### src/mpt_pkg.sv
// shared constants, types and saturation helpers for the tile update block
package mpt_pkg;

    localparam int TILE         = 64;
    localparam int SERIES_DEPTH = 256;
    localparam int TILE_AW      = $clog2(TILE);
    localparam int SER_AW       = $clog2(SERIES_DEPTH);
    localparam int CNT_W        = $clog2(TILE + 1);
    localparam int MUL_W        = 33;
    localparam int PROD_W       = 2 * MUL_W;
    localparam int ACC_W        = 97;

    localparam logic [2:0] CMD_LOAD_SERIES  = 3'd0;
    localparam logic [2:0] CMD_LOAD_COV     = 3'd1;
    localparam logic [2:0] CMD_LOAD_PROFILE = 3'd2;
    localparam logic [2:0] CMD_RUN          = 3'd3;
    localparam logic [2:0] CMD_READ         = 3'd4;

    localparam logic [2:0] CFG_TILE_LENGTH = 3'd0;
    localparam logic [2:0] CFG_ROW_OFFSET  = 3'd1;
    localparam logic [2:0] CFG_COL_OFFSET  = 3'd2;
    localparam logic [2:0] CFG_EDGE_MODE   = 3'd3;
    localparam logic [2:0] CFG_EDGE_BOUND  = 3'd4;

    typedef struct packed {
        logic start;
        logic advance;
        logic clear;
    } walk_ctrl_t;

    typedef struct packed {
        logic [CNT_W-1:0] r;
        logic [CNT_W-1:0] d;
        logic [CNT_W-1:0] len;
        logic             last;
        logic             empty;
    } walk_stat_t;

    typedef struct packed {
        logic valid;
        logic clear;
        logic high;
    } mac_ctrl_t;

    function automatic logic signed [63:0] sat_add64(input logic signed [63:0] a,
                                                     input logic signed [63:0] b);
        logic signed [64:0] s;
        s = {a[63], a} + {b[63], b};
        if (s[64] != s[63])
            sat_add64 = s[64] ? {1'b1, 63'd0} : {1'b0, {63{1'b1}}};
        else
            sat_add64 = s[63:0];
    endfunction

    // floor(acc / 2^24) clamped to 64 bits
    function automatic logic signed [63:0] sat_scale64(input logic signed [ACC_W-1:0] acc);
        if (acc[96:87] == {10{acc[96]}})
            sat_scale64 = acc[87:24];
        else
            sat_scale64 = acc[96] ? {1'b1, 63'd0} : {1'b0, {63{1'b1}}};
    endfunction

    // floor(acc / 2^26) clamped to 32 bits
    function automatic logic signed [31:0] sat_corr32(input logic signed [ACC_W-1:0] acc);
        if (acc[96:57] == {40{acc[96]}})
            sat_corr32 = acc[57:26];
        else
            sat_corr32 = acc[96] ? {1'b1, 31'd0} : {1'b0, {31{1'b1}}};
    endfunction

endpackage

### src/mpt_mac.sv
// shared 33x33 signed multiplier with a registered product and a wide accumulator
module mpt_mac
    import mpt_pkg::*;
(
    input  logic                     clk,
    input  logic                     rst_n,
    input  mac_ctrl_t                ctrl,
    input  logic signed [MUL_W-1:0]  op_a,
    input  logic signed [MUL_W-1:0]  op_b,
    output logic signed [PROD_W-1:0] prod,
    output logic signed [ACC_W-1:0]  acc
);

    mac_ctrl_t                ctrl_reg;
    logic signed [PROD_W-1:0] prod_reg;
    logic signed [ACC_W-1:0]  acc_reg, acc_next, addend;

    always_ff @(posedge clk or negedge rst_n)
    begin
        if (!rst_n)
            ctrl_reg <= '0;
        else
            ctrl_reg <= ctrl;
    end

    always_ff @(posedge clk)
    begin
        if (ctrl.valid)
            prod_reg <= op_a * op_b;
    end

    always_comb
    begin
        // upper partial product lands 32 bits up
        if (ctrl_reg.high)
            addend = {prod_reg[64:0], 32'd0};
        else
            addend = {{(ACC_W-PROD_W){prod_reg[PROD_W-1]}}, prod_reg};
        acc_next = (ctrl_reg.clear ? '0 : acc_reg) + addend;
    end

    always_ff @(posedge clk)
    begin
        if (ctrl_reg.valid)
            acc_reg <= acc_next;
    end

    assign prod = prod_reg;
    assign acc  = acc_reg;

endmodule

### config.mk
export PLATFORM = sky130hd
export DESIGN_NAME = mpt_mac
export DESIGN_NICKNAME = d
export VERILOG_FILES = /design/src/mpt_pkg.sv /design/src/mpt_mac.sv
export SDC_FILE = /design/constraint.sdc
export NUM_CORES = 2
export LEC_CHECK = 0
export BUFFER_PORTS_ARGS = -buffer_cell sky130_fd_sc_hd__buf_2
export CAP_MARGIN = 15
export CORE_MARGIN = 4
export CORE_UTILIZATION = 60
export CTS_CLUSTER_DIAMETER = 200
export DETAILED_ROUTE_END_ITERATION = 10
export PLACE_DENSITY = 0.86
export SYNTH_ARGS = -nofsm -noshare
export SYNTH_HDL_FRONTEND = slang
export SYNTH_SLANG_ARGS = --single-unit
### constraint.sdc
create_clock -name clk -period 12.58 [get_ports clk]
set_clock_uncertainty 0.1 [all_clocks]
set_input_delay 3.145 -clock clk [delete_from_list [all_inputs] [get_ports clk]]
set_output_delay 3.145 -clock clk [all_outputs]
set_load 0.005 [all_outputs]
==> results by group <==
Synth
  • Post-synth EDFFs: roughly 160
  • Simple-gate share of the synthesized area: 16.4%
  • Syn_area_per_cell: 9.35 um^2
  • Mux cell area share after synthesis: less than 1%
  • YS warnings: 0
  • Cells after Synth: about 5,500
  • Synth cell types: 82
  • Post-synthesis sequential area ratio: roughly a tenth
  • Synth Net Count: about 7,000
  • Synth Area in XOR/XNOR: under 10%
  • Largest family of logic cells by synthesized area: adder cells
  • Fraction of registers with async set/reset: under 10%
  • Compound-Gate Fraction of Synth Area: approximately 7.4%
  • Synth Cell Area: about 0.05 mm^2
  • Most used DFF post-synth: edfxtp_1
  • Synth Register Bits: ~170
  • Adder-Cell Fraction of Synth Area: between 50% and 60%

Worst setup path
  • FF-to-FF path depth: 14
  • Critical path type: in2reg
  • Worst Path Max Fanout: 34
  • Crit-path slowest cell: nor4_1
  • Setup crit end kind: flop
  • CP required: roughly 13 ns
  • Critical path origin: op_a[27]
  • Cell count along the critical path: 25
  • CP most frequent cell: fa_1
  • Reg2reg start: ctrl_reg[0]
  • CP peak stage delay: between 0.8 and 0.9 ns
  • CP top delay family: adder cells
  • Critical Path AT: roughly 12 ns
  • Startpoint Class: primary input
  • Worst path bufs/invs: 5

Route
  • Total Routed Length: roughly 150,000 um
  • ANT nets after route: 0
  • DR iter-0 viols: ~3,500
  • Via Count: 39,000
  • WL/cell: roughly 22 um
  • DRT Pass-1 Iters: 7
  • DRC viols: 0
  • DR vias/cell: between 5 and 6

GRT
  • Via count of the first global-routing pass: ~42,000
  • First-pass GRT wire length: between 200,000 and 250,000 um
  • Initial antenna violation count: 5
  • Met2 Usage GRT: approximately 52%
  • Pin count of the biggest net entering global routing: 71
  • Grt peak-use layer: met2
  • GR Overflow Total: 0
  • M1 GR Usage: roughly 43%
  • GR Layer Usage met3: 11.9%
  • GRT Total Usage: between 30% and 40%

Timing
  • Setup TNS: 0 ns
  • Final worst slack: roughly 1.2 ns
  • Setup violators final: 0
  • RSZ-0062 raised after global routing: no
  • Actual slew at the worst max-slew pin: approximately 1.1 ns
  • Rel. slew slack: around 25%
  • Final Hold Viols: 0
  • FMAX: 87.7 MHz
  • Final Cycle Share: 90.6%
  • Slew Limit Fails: 0
  • Post-route minimum period: ~11 ns

Placed design
  • IO Port Bufs: approximately 230
  • GP Congestion: between 0.9 and 1
  • Place WS: a little under 0.9 ns
  • Post-detail-place hpwl: 116,000 um

CTS
  • Post-cts resize count: 0
  • Post-CTS Setup Bufs: 0
  • CTS Buffer Depth: 2
  • Htree depth: 4
  • TritonCTS clock tree: yes
  • Clk Latency, worst-skew pair: between 0.4 and 0.5 ns
  • Hold-fix buffers, CTS: 0
  • Sink Count: 166
  • Total clock buffers created by CTS: 17
  • CTS clk-pin slew, worst paths: approximately 0.07 ns
  • Root Buffer: clkbuf_16

Finish
  • Final core occ: 63.7%
  • Nets: 7,009
  • Most frequent cells in the layout: 1,160 x inv_1, 1,146 x fa_1, 682 x nand2_1, 567 x and2_1, 313 x ha_1
  • Fillers: ~6,700
  • Layout cells sized above 1: between 6 and 7%
  • Multi-input gate area: approximately 0.041 mm^2
  • Register area: between 0.004 and 0.005 mm^2
  • Commonest non-fill, non-tap cell in the layout: inv_1
  • Max reg flops: 97
  • Area Growth Syn to Fin: 4.55%

Run status
  • Outcome: finished clean

Floorplan
  • Die Y: 300 um
  • Starting Density: around three fifths
  • Ports: roughly 230
  • Core area: 0.0841 mm^2
  • Site Rows: 106
  • Die footprint: about 0.09 mm^2
  • Die X: 300 um

Flow run
  • Max-cap viol count: 0

Hold path
  • HP Start: acc[0]
  • Worst hold stages: 2
  • HP Class: reg2reg
[per-stage QoR]
| stage | instance area (um^2) | instances | hold slack [ns] |
|---|---|---|---|
| after floorplan | 51200 | 5479 | 0.582 |
| after global placement | 53000 | 6594 | 0.575 |
| after detailed placement | 53000 | 6594 | 0.616 |
| after CTS | 53600 | 6626 | 0.638 |
| after global routing | 53600 | 6627 | 0.654 |
| final | 53600 | 6629 | 0.630 |
[final timing paths]
kind	to	slack (ns)
min in group asynchronous	ctrl_reg[1]	2.38
max in group asynchronous	ctrl_reg[2]	9.89
hold / removal	acc[0]	0.63
setup / recovery	prod[65]	1.18
hold reg to reg	acc[0]	0.63
setup reg to reg	acc[91]	7.01
[routing by layer]
metal	part of all wire, %	up-vias
met5	0.085	-
met4	5.1	2
met3	13	480
met2	44	2445
met1	37	19500
li1	-	16500
[kinds of logic (layout without fill, tap and decap cells)]
kind of cell / count (synthesis) / after routing
simple gates: 1658 / 1658
other cells: 0 / 3
flops: 166 / 166
fa+ha+maj: 1459 / 1459
xor+xnor: 165 / 165
buf+inv: 1434 / 1447
mux: 36 / 36
compound gates: 561 / 561
[final cells by class]
type / instances / area share [%]
flip-flops and latches: 166 / 9.30
clock inverters: 13 / 0.325
clock buffers: 19 / 0.808
repair buffers: 255 / 2.49
multi-input cells: 3879 / 76.3
well taps: 1134 / 2.65
diodes: 3 / 0.0140
inverters: 1160 / 8.13
[synthesized netlist by cell type (4+ instances only)]
library cell / count / area [um^2]
a211o_1: 7 / 61.3
a211oi_1: 12 / 90.1
a21boi_0: 7 / 52.6
a21o_1: 106 / 796
a21oi_1: 174 / 871
a221oi_1: 4 / 35.0
a311oi_1: 5 / 43.8
a31oi_1: 25 / 156
a41o_1: 5 / 50.1
a41oi_1: 4 / 35.0
and2_1: 567 / 3550
and3_1: 33 / 206
and4_1: 6 / 52.6
buf_1: 4 / 15.0
buf_2: 5 / 25.0
clkbuf_1: 264 / 991
edfxtp_1: 163 / 4890
fa_1: 1146 / 22900
ha_1: 313 / 3920
inv_1: 1160 / 4350
mux2_2: 33 / 372
nand2_1: 682 / 2560
nand2b_1: 17 / 106
nand3_1: 34 / 170
nand4_1: 30 / 188
nor2_1: 103 / 387
nor2b_1: 138 / 863
nor3_1: 18 / 90.1
nor4_1: 7 / 43.8
o2111ai_1: 6 / 52.6
o211ai_1: 16 / 120
o21a_1: 11 / 82.6
o21ai_0: 84 / 420
o21ai_1: 8 / 40.0
o21bai_1: 30 / 225
o31ai_1: 7 / 52.6
or2_2: 6 / 37.5
or3_1: 4 / 25.0
or4_1: 4 / 30.0
xnor2_1: 110 / 963
xor2_1: 55 / 482
[worst min-delay path, cell delays in order, from the launching register on]
cell and delay, ns:
edfxtp_1 0.34, nor2b_1 0.15, ha_1 0.14
Power is not shown: default switching activity piles up to over one toggle a cycle in this logic, so the estimate is an artifact.
