## src/mpt_pkg.sv

```systemverilog
// shared constants, types and saturation helpers for the tile update block
package mpt_pkg;

    localparam int TILE         = 64;
    localparam int SERIES_DEPTH = 256;
    localparam int TILE_AW      = $clog2(TILE);
    localparam int SER_AW       = $clog2(SERIES_DEPTH);
    localparam int CNT_W        = $clog2(TILE + 1);
    localparam int MUL_W        = 33;
    localparam int PROD_W       = 2 * MUL_W;
    localparam int ACC_W        = 97;

    localparam logic [2:0] CMD_LOAD_SERIES  = 3'd0;
    localparam logic [2:0] CMD_LOAD_COV     = 3'd1;
    localparam logic [2:0] CMD_LOAD_PROFILE = 3'd2;
    localparam logic [2:0] CMD_RUN          = 3'd3;
    localparam logic [2:0] CMD_READ         = 3'd4;

    localparam logic [2:0] CFG_TILE_LENGTH = 3'd0;
    localparam logic [2:0] CFG_ROW_OFFSET  = 3'd1;
    localparam logic [2:0] CFG_COL_OFFSET  = 3'd2;
    localparam logic [2:0] CFG_EDGE_MODE   = 3'd3;
    localparam logic [2:0] CFG_EDGE_BOUND  = 3'd4;

    typedef struct packed {
        logic start;
        logic advance;
        logic clear;
    } walk_ctrl_t;

    typedef struct packed {
        logic [CNT_W-1:0] r;
        logic [CNT_W-1:0] d;
        logic [CNT_W-1:0] len;
        logic             last;
        logic             empty;
    } walk_stat_t;

    typedef struct packed {
        logic valid;
        logic clear;
        logic high;
    } mac_ctrl_t;

    function automatic logic signed [63:0] sat_add64(input logic signed [63:0] a,
                                                     input logic signed [63:0] b);
        logic signed [64:0] s;
        s = {a[63], a} + {b[63], b};
        if (s[64] != s[63])
            sat_add64 = s[64] ? {1'b1, 63'd0} : {1'b0, {63{1'b1}}};
        else
            sat_add64 = s[63:0];
    endfunction

    // floor(acc / 2^24) clamped to 64 bits
    function automatic logic signed [63:0] sat_scale64(input logic signed [ACC_W-1:0] acc);
        if (acc[96:87] == {10{acc[96]}})
            sat_scale64 = acc[87:24];
        else
            sat_scale64 = acc[96] ? {1'b1, 63'd0} : {1'b0, {63{1'b1}}};
    endfunction

    // floor(acc / 2^26) clamped to 32 bits
    function automatic logic signed [31:0] sat_corr32(input logic signed [ACC_W-1:0] acc);
        if (acc[96:57] == {40{acc[96]}})
            sat_corr32 = acc[57:26];
        else
            sat_corr32 = acc[96] ? {1'b1, 31'd0} : {1'b0, {31{1'b1}}};
    endfunction

endpackage

```

## src/mpt_walk.sv

```systemverilog
// row and diagonal counters that walk one tile in square or edge order
module mpt_walk
    import mpt_pkg::*;
(
    input  logic       clk,
    input  logic       rst_n,
    input  walk_ctrl_t ctrl,
    input  logic [6:0] tile_length,
    input  logic       edge_mode,
    input  logic [7:0] edge_bound,
    output walk_stat_t stat
);

    logic [CNT_W-1:0] r_reg, r_next;
    logic [CNT_W-1:0] d_reg, d_next;
    logic [CNT_W-1:0] len;
    logic [15:0]      dl, rl, r1, d1;
    logic             last;

    always_comb
    begin
        len = (32'(tile_length) > TILE) ? CNT_W'(TILE) : CNT_W'(tile_length);
        dl  = (16'(edge_bound) < 16'(len)) ? 16'(edge_bound) : 16'(len);
        rl  = 16'(edge_bound) - 16'(d_reg);
        if (rl > 16'(len))
            rl = 16'(len);
        r1 = 16'(r_reg) + 16'd1;
        d1 = 16'(d_reg) + 16'd1;
        if (edge_mode)
            last = (r1 >= rl) && (d1 >= dl);
        else
            last = (r1 >= 16'(len)) && (d1 >= 16'(len));

        r_next = r_reg;
        d_next = d_reg;
        if (ctrl.start || ctrl.clear)
        begin
            r_next = '0;
            d_next = '0;
        end
        else if (ctrl.advance)
        begin
            if (edge_mode)
            begin
                // edge tile runs down each diagonal
                if (r1 >= rl)
                begin
                    r_next = '0;
                    d_next = d_reg + 1'b1;
                end
                else
                    r_next = r_reg + 1'b1;
            end
            else
            begin
                if (d1 >= 16'(len))
                begin
                    d_next = '0;
                    r_next = r_reg + 1'b1;
                end
                else
                    d_next = d_reg + 1'b1;
            end
        end
    end

    always_ff @(posedge clk or negedge rst_n)
    begin
        if (!rst_n)
        begin
            r_reg <= '0;
            d_reg <= '0;
        end
        else
        begin
            r_reg <= r_next;
            d_reg <= d_next;
        end
    end

    assign stat.r     = r_reg;
    assign stat.d     = d_reg;
    assign stat.len   = len;
    assign stat.last  = last;
    assign stat.empty = (len == '0) || (edge_mode && (edge_bound == 8'd0));

endmodule

```

## config.mk

```make
export PLATFORM = sky130hd
export DESIGN_NAME = mpt_walk
export DESIGN_NICKNAME = d
export VERILOG_FILES = /design/src/mpt_pkg.sv /design/src/mpt_walk.sv
export SDC_FILE = /design/constraint.sdc
export NUM_CORES = 1
export LEC_CHECK = 0
export ABC_CLOCK_PERIOD_IN_PS = 11530
export BUFFER_PORTS_ARGS = -buffer_cell sky130_fd_sc_hd__buf_2
export CORE_MARGIN = 1.5
export CORE_UTILIZATION = 28
export CTS_CLUSTER_DIAMETER = 200
export DETAILED_ROUTE_END_ITERATION = 10
export GPL_TIMING_DRIVEN = 1
export PLACE_DENSITY_LB_ADDON = 0.3
export SYNTH_ARGS = -nofsm -noshare
export SYNTH_HDL_FRONTEND = slang
export SYNTH_SLANG_ARGS = --single-unit
```

## constraint.sdc

```tcl
create_clock -name clk -period 11.53 [get_ports clk]
set_input_delay 1.153 -clock clk [delete_from_list [all_inputs] [get_ports clk]]
set_output_delay 1.153 -clock clk [all_outputs]
set_load 0.02 [all_outputs]
```

==> results of run 1 <==
==> layer usage <==
layer / wire length, µm / vias up
met5: 0 / -
met4: 76 / 0
met3: 291 / 6
met2: 3200 / 51
met1: 3250 / 995
li1: - / 1124
==> logic make-up (layout without fill, tap and decap cells) <==
kind of cell	after synthesis	in the layout	share of synthesized area
AND/OR/NAND/NOR	86	86	0.183
AO/OA/AOI/OAI	71	71	0.221
adder cells (fa/ha/maj)	53	53	0.282
buffers and inverters	33	76	0.0568
multiplexers	14	14	0.0599
flip-flops	14	14	0.147
XOR/XNOR	13	13	0.0478
other	1	2	0.00158
==> placed cells by master (no fill, tap or decap), types with 6 or more instances in the layout <==
cell type and count:
nor2_1 12, inv_1 30, mux2i_1 12, o21ai_2 6
xnor2_1 8, a21o_1 7, nand3_1 11, buf_2 43
ha_1 52, nand2_1 33, o21ai_0 12, a21oi_1 11
dfrtp_1 14
==> worst max-delay path: stages <==
cell	delay, ns
buf_2	0.11
inv_1	0.07
ha_1	0.17
inv_1	0.06
fa_1	0.39
a21oi_1	0.21
nor2b_1	0.07
nor2_1	0.12
xnor2_1	0.11
ha_1	0.31
nand4_1	0.14
nor2_1	0.14
nor4_1	0.06
o22ai_2	0.41
mux2_2	0.39
ha_1	0.26
nand2b_1	0.14
a31oi_1	0.16
o221ai_1	0.22
and3_1	0.28
a32o_1	0.28
buf_2	0.16
==> power breakdown <==
group / switching [mW] / total [mW] / internal (mW) / leakage (nW)
combinational: 0.0422 / 0.0731 / 0.0309 / 1.27
sequential: 0.00109 / 0.0506 / 0.0495 / 0.195
clock: 0.0163 / 0.0393 / 0.0231 / 0.0216
==> per-stage QoR <==
step | hold slack [ns] | power, mW | setup WS (ns) | instances
3_3_place_gp | 0.503 | 0.123 | 5.15 | 431
4_1_cts | 0.524 | 0.165 | 5.02 | 434
5_1_grt | 0.566 | 0.178 | 4.61 | 434
2_1_floorplan | 0.608 | 0.103 | 5.51 | 286
6_report | 0.521 | 0.163 | 4.97 | 434
3_5_place_dp | 0.511 | 0.125 | 5.03 | 431
==> path summary, 6_finish.rpt <==
kind                          startpoint        to  depth (start not counted)
max in group asynchronous          rst_n  r_reg[5]                          1
hold / removal                  d_reg[6]  d_reg[6]                          2
setup reg to reg                d_reg[0]  r_reg[5]                         20
min in group asynchronous          rst_n  d_reg[2]                          1
setup / recovery           edge_bound[0]   stat[1]                         22
hold reg to reg                 d_reg[6]  d_reg[6]                          2
==> area by class of cell <==
cell class,instances,area share
clock buffers,3,0.0150
multi-input cells,239,0.690
well taps,105,0.0478
repair buffers,43,0.0783
flip-flops and latches,14,0.127
inverters,30,0.0410
==> flow_metrics.py, run 1 <==
metrics = {
    "outcome": {
        "outcome": "finished clean",
    },
    "pwr": {
        "max-vdd-ir-drop_mv": 0.0304,
        "power_density_nw_per_um2": 59.3,
        "p_leak_nw": 1.49,
    },
    "route": {
        "vias_per_cell": 5.01,
        "antenna_left": 0,
        "drt_wl_total_um": 6820,
        "drt_iter0_markers": 100,
        "firstDrtPassIters": 4,
        "dr_total_vias": 2176,
        "drc": 0,
        "wl_per_cell_um": 15.7,
    },
    "die": {
        "dieArea_um2": 9060,
        "die_h_um": 95.2,
        "initial_core_util": 0.290,
        "fp.dieW_um": 95.2,
        "design.portCount": 44,
        "coreArea_um2": 8220,
        "rows": 33,
    },
    "placement": {
        "place.gp.congestion": 0.951,
        "dp_hpwl_um": 5740,
        "port-buffer-count": 43,
        "dpl-instance-area_um2": 2710,
    },
    "cts": {
        "cts_resized": 0,
        "holdBufCountCts": 0,
        "cts_tree": "built",
        "clock_path_buffers": 2,
        "clkSinkCount": 14,
        "clock_latency_ns": 0.24,
        "cts_buffers": 3,
        "cts_setup_buffers": 0,
        "h-tree-depth": 1,
        "cts-root-buf": "clkbuf_8",
        "clk_pin_slew_ns": 0.06,
    },
    "synthesis": {
        "yosys.area.top_type": "ha_1",
        "synthDistinctLibCells": 53,
        "synthTopCellsByArea": "ha_1, dfrtp_1, nand2_1, mux2i_1, inv_1",
        "ys_seq_area_frac": 0.147,
        "ys_warn_count": 0,
        "post-synth-top-count-cell": "ha_1",
        "syn-cell-area_um2": 2380,
        "ys.flop_type": "dfrtp_1",
        "avgSynthCellArea_um2": 8.35,
        "yosys_register_bits": 14,
        "synth_edf_count": 0,
        "syn-instance-count": 285,
        "synth_top_area_frac": 0.273,
        "synthArstFlopShare": 1.00,
        "synthTopCellsByCount": "ha_1, nand2_1, inv_1",
    },
    "worst_setup_path": {
        "worstSetupEndpointType": "output pin",
        "required_ns": 10.38,
        "r2r_slack_ns": 6.43,
        "critPathLaunchType": "primary input",
        "path_class": "in -> out",
        "crit_fanout": 7,
        "arrival_ns": 5.41,
    },
    "global_routing": {
        "grt_pass1_vias": 2189,
        "globalRouteTotalUtil": 0.162,
        "antenna_found_initial": 0,
        "grt_start_max_net_pins": 15,
        "grtUsageMet1": 0.223,
        "met2_usage": 0.271,
        "grt_pass1_wl_um": 11200,
        "gr-total-overflow": 0,
        "busiest_layer": "met2",
        "grt_use_met3": 0.0223,
    },
    "timing": {
        "final-setup-viol-count": 0,
        "setup_tns_ns": 0,
        "fmax_mhz": 152,
        "tightest_slew_ns": 0.927,
        "slew_headroom": 0.380,
        "drv_slew": 0,
        "final.min_clock_period_ns": 6.56,
        "skew_ns": 0.00649,
        "period_share": 0.569,
        "rsz0062_at_grt": "false",
        "hold_viol_final": 0,
    },
    "run": {
        "cap_violations": 0,
    },
    "min_path": {
        "worstHoldPathType": "reg -> reg",
    },
    "final_layout": {
        "final_cell_area_um2": 2750,
        "num-nets-final": 405,
        "fillers": 879,
        "fin_util": 0.335,
        "ff_latch_area_um2": 350,
        "drive_gt1_frac": 0.204,
        "antenna_cells": 0,
        "area_growth_pct": 15.5,
        "multi_input_area_um2": 1900,
    },
}
Note: power is estimated with default switching activity, not from simulation.
==> run 2: changes to the inputs <==
--- a/config.mk
+++ b/config.mk
@@ -5,7 +5,7 @@
 export SDC_FILE = /design/constraint.sdc
 export NUM_CORES = 1
 export LEC_CHECK = 0
-export ABC_CLOCK_PERIOD_IN_PS = 11530
+export ABC_CLOCK_PERIOD_IN_PS = 6770
 export BUFFER_PORTS_ARGS = -buffer_cell sky130_fd_sc_hd__buf_2
 export CORE_MARGIN = 1.5
 export CORE_UTILIZATION = 28
==> constraint.sdc (replaced) <==
create_clock -name clk -period 6.77 [get_ports clk]
set_input_delay 0.677 -clock clk [delete_from_list [all_inputs] [get_ports clk]]
set_output_delay 0.677 -clock clk [all_outputs]
set_load 0.02 [all_outputs]
==> flow_metrics.py, run 2 (synthesis results as in run 1) <==
metrics = {
    "placement": {
        "place.gp.congestion": 0.957,
        "port-buffer-count": 43,
        "dp_hpwl_um": 5770,
    },
    "final_layout": {
        "area_growth_pct": 15.8,
        "antenna_cells": 0,
        "ff_latch_area_um2": 350,
        "fin_util": 0.335,
        "num-nets-final": 406,
        "multi_input_area_um2": 1900,
        "fillers": 869,
        "layout_commonest_cell": "ha_1",
        "final_cell_mix": "ha_1, buf_2, nand2_1",
        "drive_gt1_frac": 0.206,
    },
    "pwr": {
        "p_seq_frac": 0.307,
        "swShare": 0.366,
        "p_clk_frac": 0.241,
        "power_switching_uw": 102,
        "p_leak_nw": 1.49,
        "intPower_uw": 177,
        "pwr-share-comb": 0.452,
        "max-vdd-ir-drop_mv": 0.0423,
        "power_density_nw_per_um2": 101,
    },
    "global_routing": {
        "grt_start_max_net_pins": 15,
        "grt_pass1_wl_um": 11000,
        "globalRouteTotalUtil": 0.160,
        "antenna_found_initial": 0,
        "grt_pass1_vias": 2177,
        "gr-total-overflow": 0,
    },
    "route": {
        "firstDrtPassIters": 4,
        "dr_total_vias": 2212,
        "antenna_left": 0,
        "drt_wl_total_um": 6840,
        "wl_per_cell_um": 15.7,
        "drt_iter0_markers": 101,
        "drc": 0,
        "vias_per_cell": 5.09,
    },
    "worst_setup_path": {
        "cpLargestDelayFamily": "compound AO/OA/AOI/OAI gates",
        "cp_cell_sequence": "buf_2 -> inv_1 -> ha_1 -> inv_1 -> fa_1 -> a21oi_1 -> o211ai_1 -> nor2_1 -> xnor2_1 -> ha_1 -> nand3_1 -> o22ai_1 -> o22ai_2 -> mux2_2 -> ha_1 -> nand2b_1 -> a31oi_1 -> o221ai_1 -> and3_1 -> a32o_1 -> buf_2",
        "cp_num_buf_inv": 4,
        "worstSetupEndpointType": "output pin",
        "max_stage_delay_ns": 0.40,
        "required_ns": 6.09,
        "critPathLaunchType": "primary input",
        "cpMostUsedCell": "ha_1",
        "crit_fanout": 7,
        "arrival_ns": 4.87,
        "startpoint": "edge_bound[0]",
        "path_class": "in -> out",
        "r2r-start": "d_reg[1]",
        "cp_slowest_cell": "o22ai_2",
    },
    "cts": {
        "holdBufCountCts": 0,
        "clock_latency_ns": 0.24,
        "cts_tree": "built",
        "cts-root-buf": "clkbuf_8",
        "clkSinkCount": 14,
        "cts_setup_buffers": 0,
        "cts_buffers": 3,
        "clock_path_buffers": 2,
        "cts_resized": 0,
        "clk_pin_slew_ns": 0.05,
        "h-tree-depth": 1,
    },
    "die": {
        "rows": 33,
        "coreArea_um2": 8220,
        "design.portCount": 44,
        "fp.dieW_um": 95.2,
        "initial_core_util": 0.290,
        "dieArea_um2": 9060,
        "die_h_um": 95.2,
    },
    "timing": {
        "period_share": 0.819,
        "setup_tns_ns": 0,
        "drv_slew": 0,
        "hold_viol_final": 0,
        "fmax_mhz": 180,
        "final-setup-viol-count": 0,
        "rsz0062_at_grt": "false",
        "skew_ns": 0.00155,
        "slew_headroom": 0.402,
        "tightest_slew_ns": 0.894,
        "final.min_clock_period_ns": 5.54,
    },
    "run": {
        "cap_violations": 0,
    },
    "outcome": {
        "outcome": "finished clean",
    },
    "min_path": {
        "worstHoldPathType": "in -> async",
    },
}
==> run 2: metal layers <==
layer  track usage  up-vias  wire length (µm)
met2         0.265       59              3210
met5             0        -                 0
met4        0.0435        0               131
met3        0.0239        8               265
met1         0.215     1013              3230
li1              -     1132                 -
==> run 2: path summary, 6_finish.rpt <==
kind / slack, ns / cells past startpoint / end
max: 1.23 / 21 / stat[1]
min: 0.33 / 1 / r_reg[0]
max reg2reg: 1.87 / 20 / r_reg[5]
min reg2reg: 0.53 / 2 / d_reg[6]
max in group asynchronous: 6.19 / 1 / d_reg[6]
min in group clk: 0.53 / 2 / d_reg[6]
==> run 2: per-stage QoR <==
stage	power [mW]	cells	cell area, µm²	setup WS (ns)	hold slack (ns)
after floorplan	0.175	286	2380	1.70	0.381
after global placement	0.210	432	2720	1.34	0.503
after detailed placement	0.213	432	2720	1.27	0.530
after CTS	0.282	435	2760	1.25	0.332
after global routing	0.302	435	2760	0.846	0.349
final	0.279	435	2760	1.23	0.330
==> run 2: final cells by class <==
cell class | count | area share
Timing Repair Buffer | 44 | 0.0808
Multi-Input combinational cell | 239 | 0.689
Clock buffer | 3 | 0.0150
Sequential cell | 14 | 0.127
Tap cell | 105 | 0.0477
Inverter | 30 | 0.0409
==> run 2: power by group through the flow <==
stage | clock, mW | combinational [mW] | sequential, mW
global route | 0.0732 | 0.143 | 0.0857
CTS | 0.0701 | 0.126 | 0.0857
global placement | 0 | 0.123 | 0.0872
detailed placement | 0 | 0.125 | 0.0872
floorplan | 0 | 0.0868 | 0.0877
finish | 0.0671 | 0.126 | 0.0857
==> run 3: changes to the inputs <==
--- a/config.mk
+++ b/config.mk
@@ -5,7 +5,7 @@
 export SDC_FILE = /design/constraint.sdc
 export NUM_CORES = 1
 export LEC_CHECK = 0
-export ABC_CLOCK_PERIOD_IN_PS = 6770
+export ABC_CLOCK_PERIOD_IN_PS = 4800
 export BUFFER_PORTS_ARGS = -buffer_cell sky130_fd_sc_hd__buf_2
 export CORE_MARGIN = 1.5
 export CORE_UTILIZATION = 28
==> constraint.sdc (replaced) <==
create_clock -name clk -period 4.8 [get_ports clk]
set_input_delay 0.48 -clock clk [delete_from_list [all_inputs] [get_ports clk]]
set_output_delay 0.48 -clock clk [all_outputs]
set_load 0.02 [all_outputs]
==> flow_metrics.py, run 3 (synthesis results as in run 1) <==
metrics = {
    "outcome": {
        "outcome": "finished clean",
    },
    "pwr": {
        "p_leak_nw": 1.62,
        "max-vdd-ir-drop_mv": 0.0612,
        "power_density_nw_per_um2": 142,
    },
    "worst_setup_path": {
        "worstSetupEndpointType": "output pin",
        "reg2reg_depth": 21,
        "r2r-start": "d_reg[0]",
        "path_class": "reg -> out",
        "r2r-end": "r_reg[5]",
        "crit_fanout": 3,
        "crit_end": "stat[1]",
        "r2r_slack_ns": 0.18,
        "required_ns": 4.32,
        "startpoint": "d_reg[0]",
        "critPathLaunchType": "register",
        "arrival_ns": 4.29,
    },
    "cts": {
        "cts_tree": "built",
        "cts_buffers": 3,
        "cts-root-buf": "clkbuf_8",
        "h-tree-depth": 1,
        "clkSinkCount": 14,
        "clock_latency_ns": 0.24,
        "clk_pin_slew_ns": 0.06,
        "clock_path_buffers": 2,
    },
    "final_layout": {
        "layout_commonest_cell": "ha_1",
        "num-nets-final": 428,
        "drive_gt1_frac": 0.307,
        "final_cell_area_um2": 3010,
        "ff_latch_area_um2": 350,
        "fillers": 862,
        "antenna_cells": 0,
        "final_cell_mix": "ha_1, buf_2, nand2_1",
        "area_growth_pct": 26.6,
        "multi_input_area_um2": 1980,
    },
    "route": {
        "antenna_left": 0,
        "wl_per_cell_um": 15.6,
        "vias_per_cell": 5.15,
        "drt_iter0_markers": 93,
        "dr_total_vias": 2354,
        "drt_wl_total_um": 7130,
        "drc": 0,
        "firstDrtPassIters": 4,
    },
    "timing": {
        "tightest_slew_ns": 0.908,
        "final-setup-viol-count": 0,
        "skew_ns": 0.00142,
        "hold_viol_final": 0,
        "period_share": 0.994,
        "final.min_clock_period_ns": 4.77,
        "rsz0062_at_grt": "true",
        "slew_headroom": 0.393,
        "worst_hold_slack_ns": 0.144,
        "fmax_mhz": 210,
        "drv_slew": 0,
    },
    "die": {
        "design.portCount": 44,
        "fp.dieW_um": 95.2,
        "coreArea_um2": 8220,
        "die_h_um": 95.2,
        "initial_core_util": 0.290,
        "rows": 33,
        "dieArea_um2": 9060,
    },
    "placement": {
        "dpl-instance-area_um2": 2840,
        "port-buffer-count": 43,
        "dp_hpwl_um": 5890,
        "place.gp.congestion": 0.925,
    },
    "global_routing": {
        "antenna_found_initial": 0,
        "gr-total-overflow": 0,
        "grt_pass1_vias": 2212,
        "globalRouteTotalUtil": 0.159,
        "grt_start_max_net_pins": 15,
        "grt_pass1_wl_um": 11100,
    },
    "run": {
        "cap_violations": 0,
    },
    "min_path": {
        "worstHoldPathType": "in -> async",
    },
}
==> run 3: changes by cell type in the layout (fill, tap and decap cells not counted), moves of 2 or more <==
cell / before / now
inv_1: 30 / 28
ha_1: 52 / 50
a21oi_2: 1 / 4
ha_2: 0 / 2
inv_2: 0 / 2
a21oi_1: 11 / 8
buf_4: 1 / 23
==> run 3: final cells by class <==
type	count	area share
multi-input combinational	239	0.658
timing repair buffer	66	0.131
sequential	14	0.116
tap	105	0.0436
inverter	30	0.0374
clock buffer	3	0.0137
==> run 3: repair_timing <==
item | CTS | global route
resized for setup | 5 | 19
setup buffers | 0 | 7
pin swaps | 1 | 21
setup endpoints to repair | 1 | 1
hold buffers | 0 | 0
==> run 3: critical path: stages (launching register included) <==
cell and delay [ns]:
dfrtp_1 0.42, ha_2 0.22, inv_2 0.05, fa_2 0.37
a21oi_2 0.16, buf_4 0.13, o211ai_1 0.11, nor2_1 0.13
xnor2_1 0.18, ha_1 0.30, nand3_1 0.09, o22ai_1 0.08
o22ai_2 0.23, mux2i_1 0.28, ha_1 0.31, a21o_1 0.21
a31oi_4 0.15, o221ai_2 0.12, and3_4 0.17, a32o_2 0.24
buf_6 0.13
==> run 3: worst min-delay path by stage <==
stage / from / to / slack, ns / depth (start not counted)
final: rst_n / r_reg[0] / 0.14 / 1
after global routing: rst_n / d_reg[4] / 0.16 / 1
after CTS: rst_n / d_reg[0] / 0.15 / 1
after global placement: rst_n / r_reg[0] / 0.40 / 1
after detailed placement: rst_n / r_reg[0] / 0.41 / 1
after floorplan: rst_n / d_reg[0] / 0.18 / 0
==> run 3: through the flow <==
stage	setup TNS, ns	power (mW)	setup WS (ns)	cells	util
2_1_floorplan	0	0.246	0.0414	286	-
3_3_place_gp	0	0.309	0.0192	448	0.345
3_5_place_dp	-0.101	0.312	-0.0724	448	0.345
4_1_cts	0	0.412	0.0340	451	0.352
5_1_grt	-0.234	0.461	-0.152	457	0.367
6_report	0	0.428	0.0289	457	0.367
==> run 3: power by group <==
part	internal (mW)	switching, mW	leakage, nW
Sequential	0.119	0.00176	0.195
Clock	0.0554	0.0399	0.0216
Combinational	0.0994	0.112	1.41
==> run 3: layer usage <==
layer | vias up | wire length (µm) | part of all wire | global-route usage
met3 | 8 | 335 | 0.047 | 0.0215
li1 | 1166 | - | - | -
met5 | - | 0 | 0 | 0
met1 | 1114 | 3230 | 0.45 | 0.211
met2 | 66 | 3400 | 0.48 | 0.275
met4 | 0 | 165 | 0.023 | 0.0236
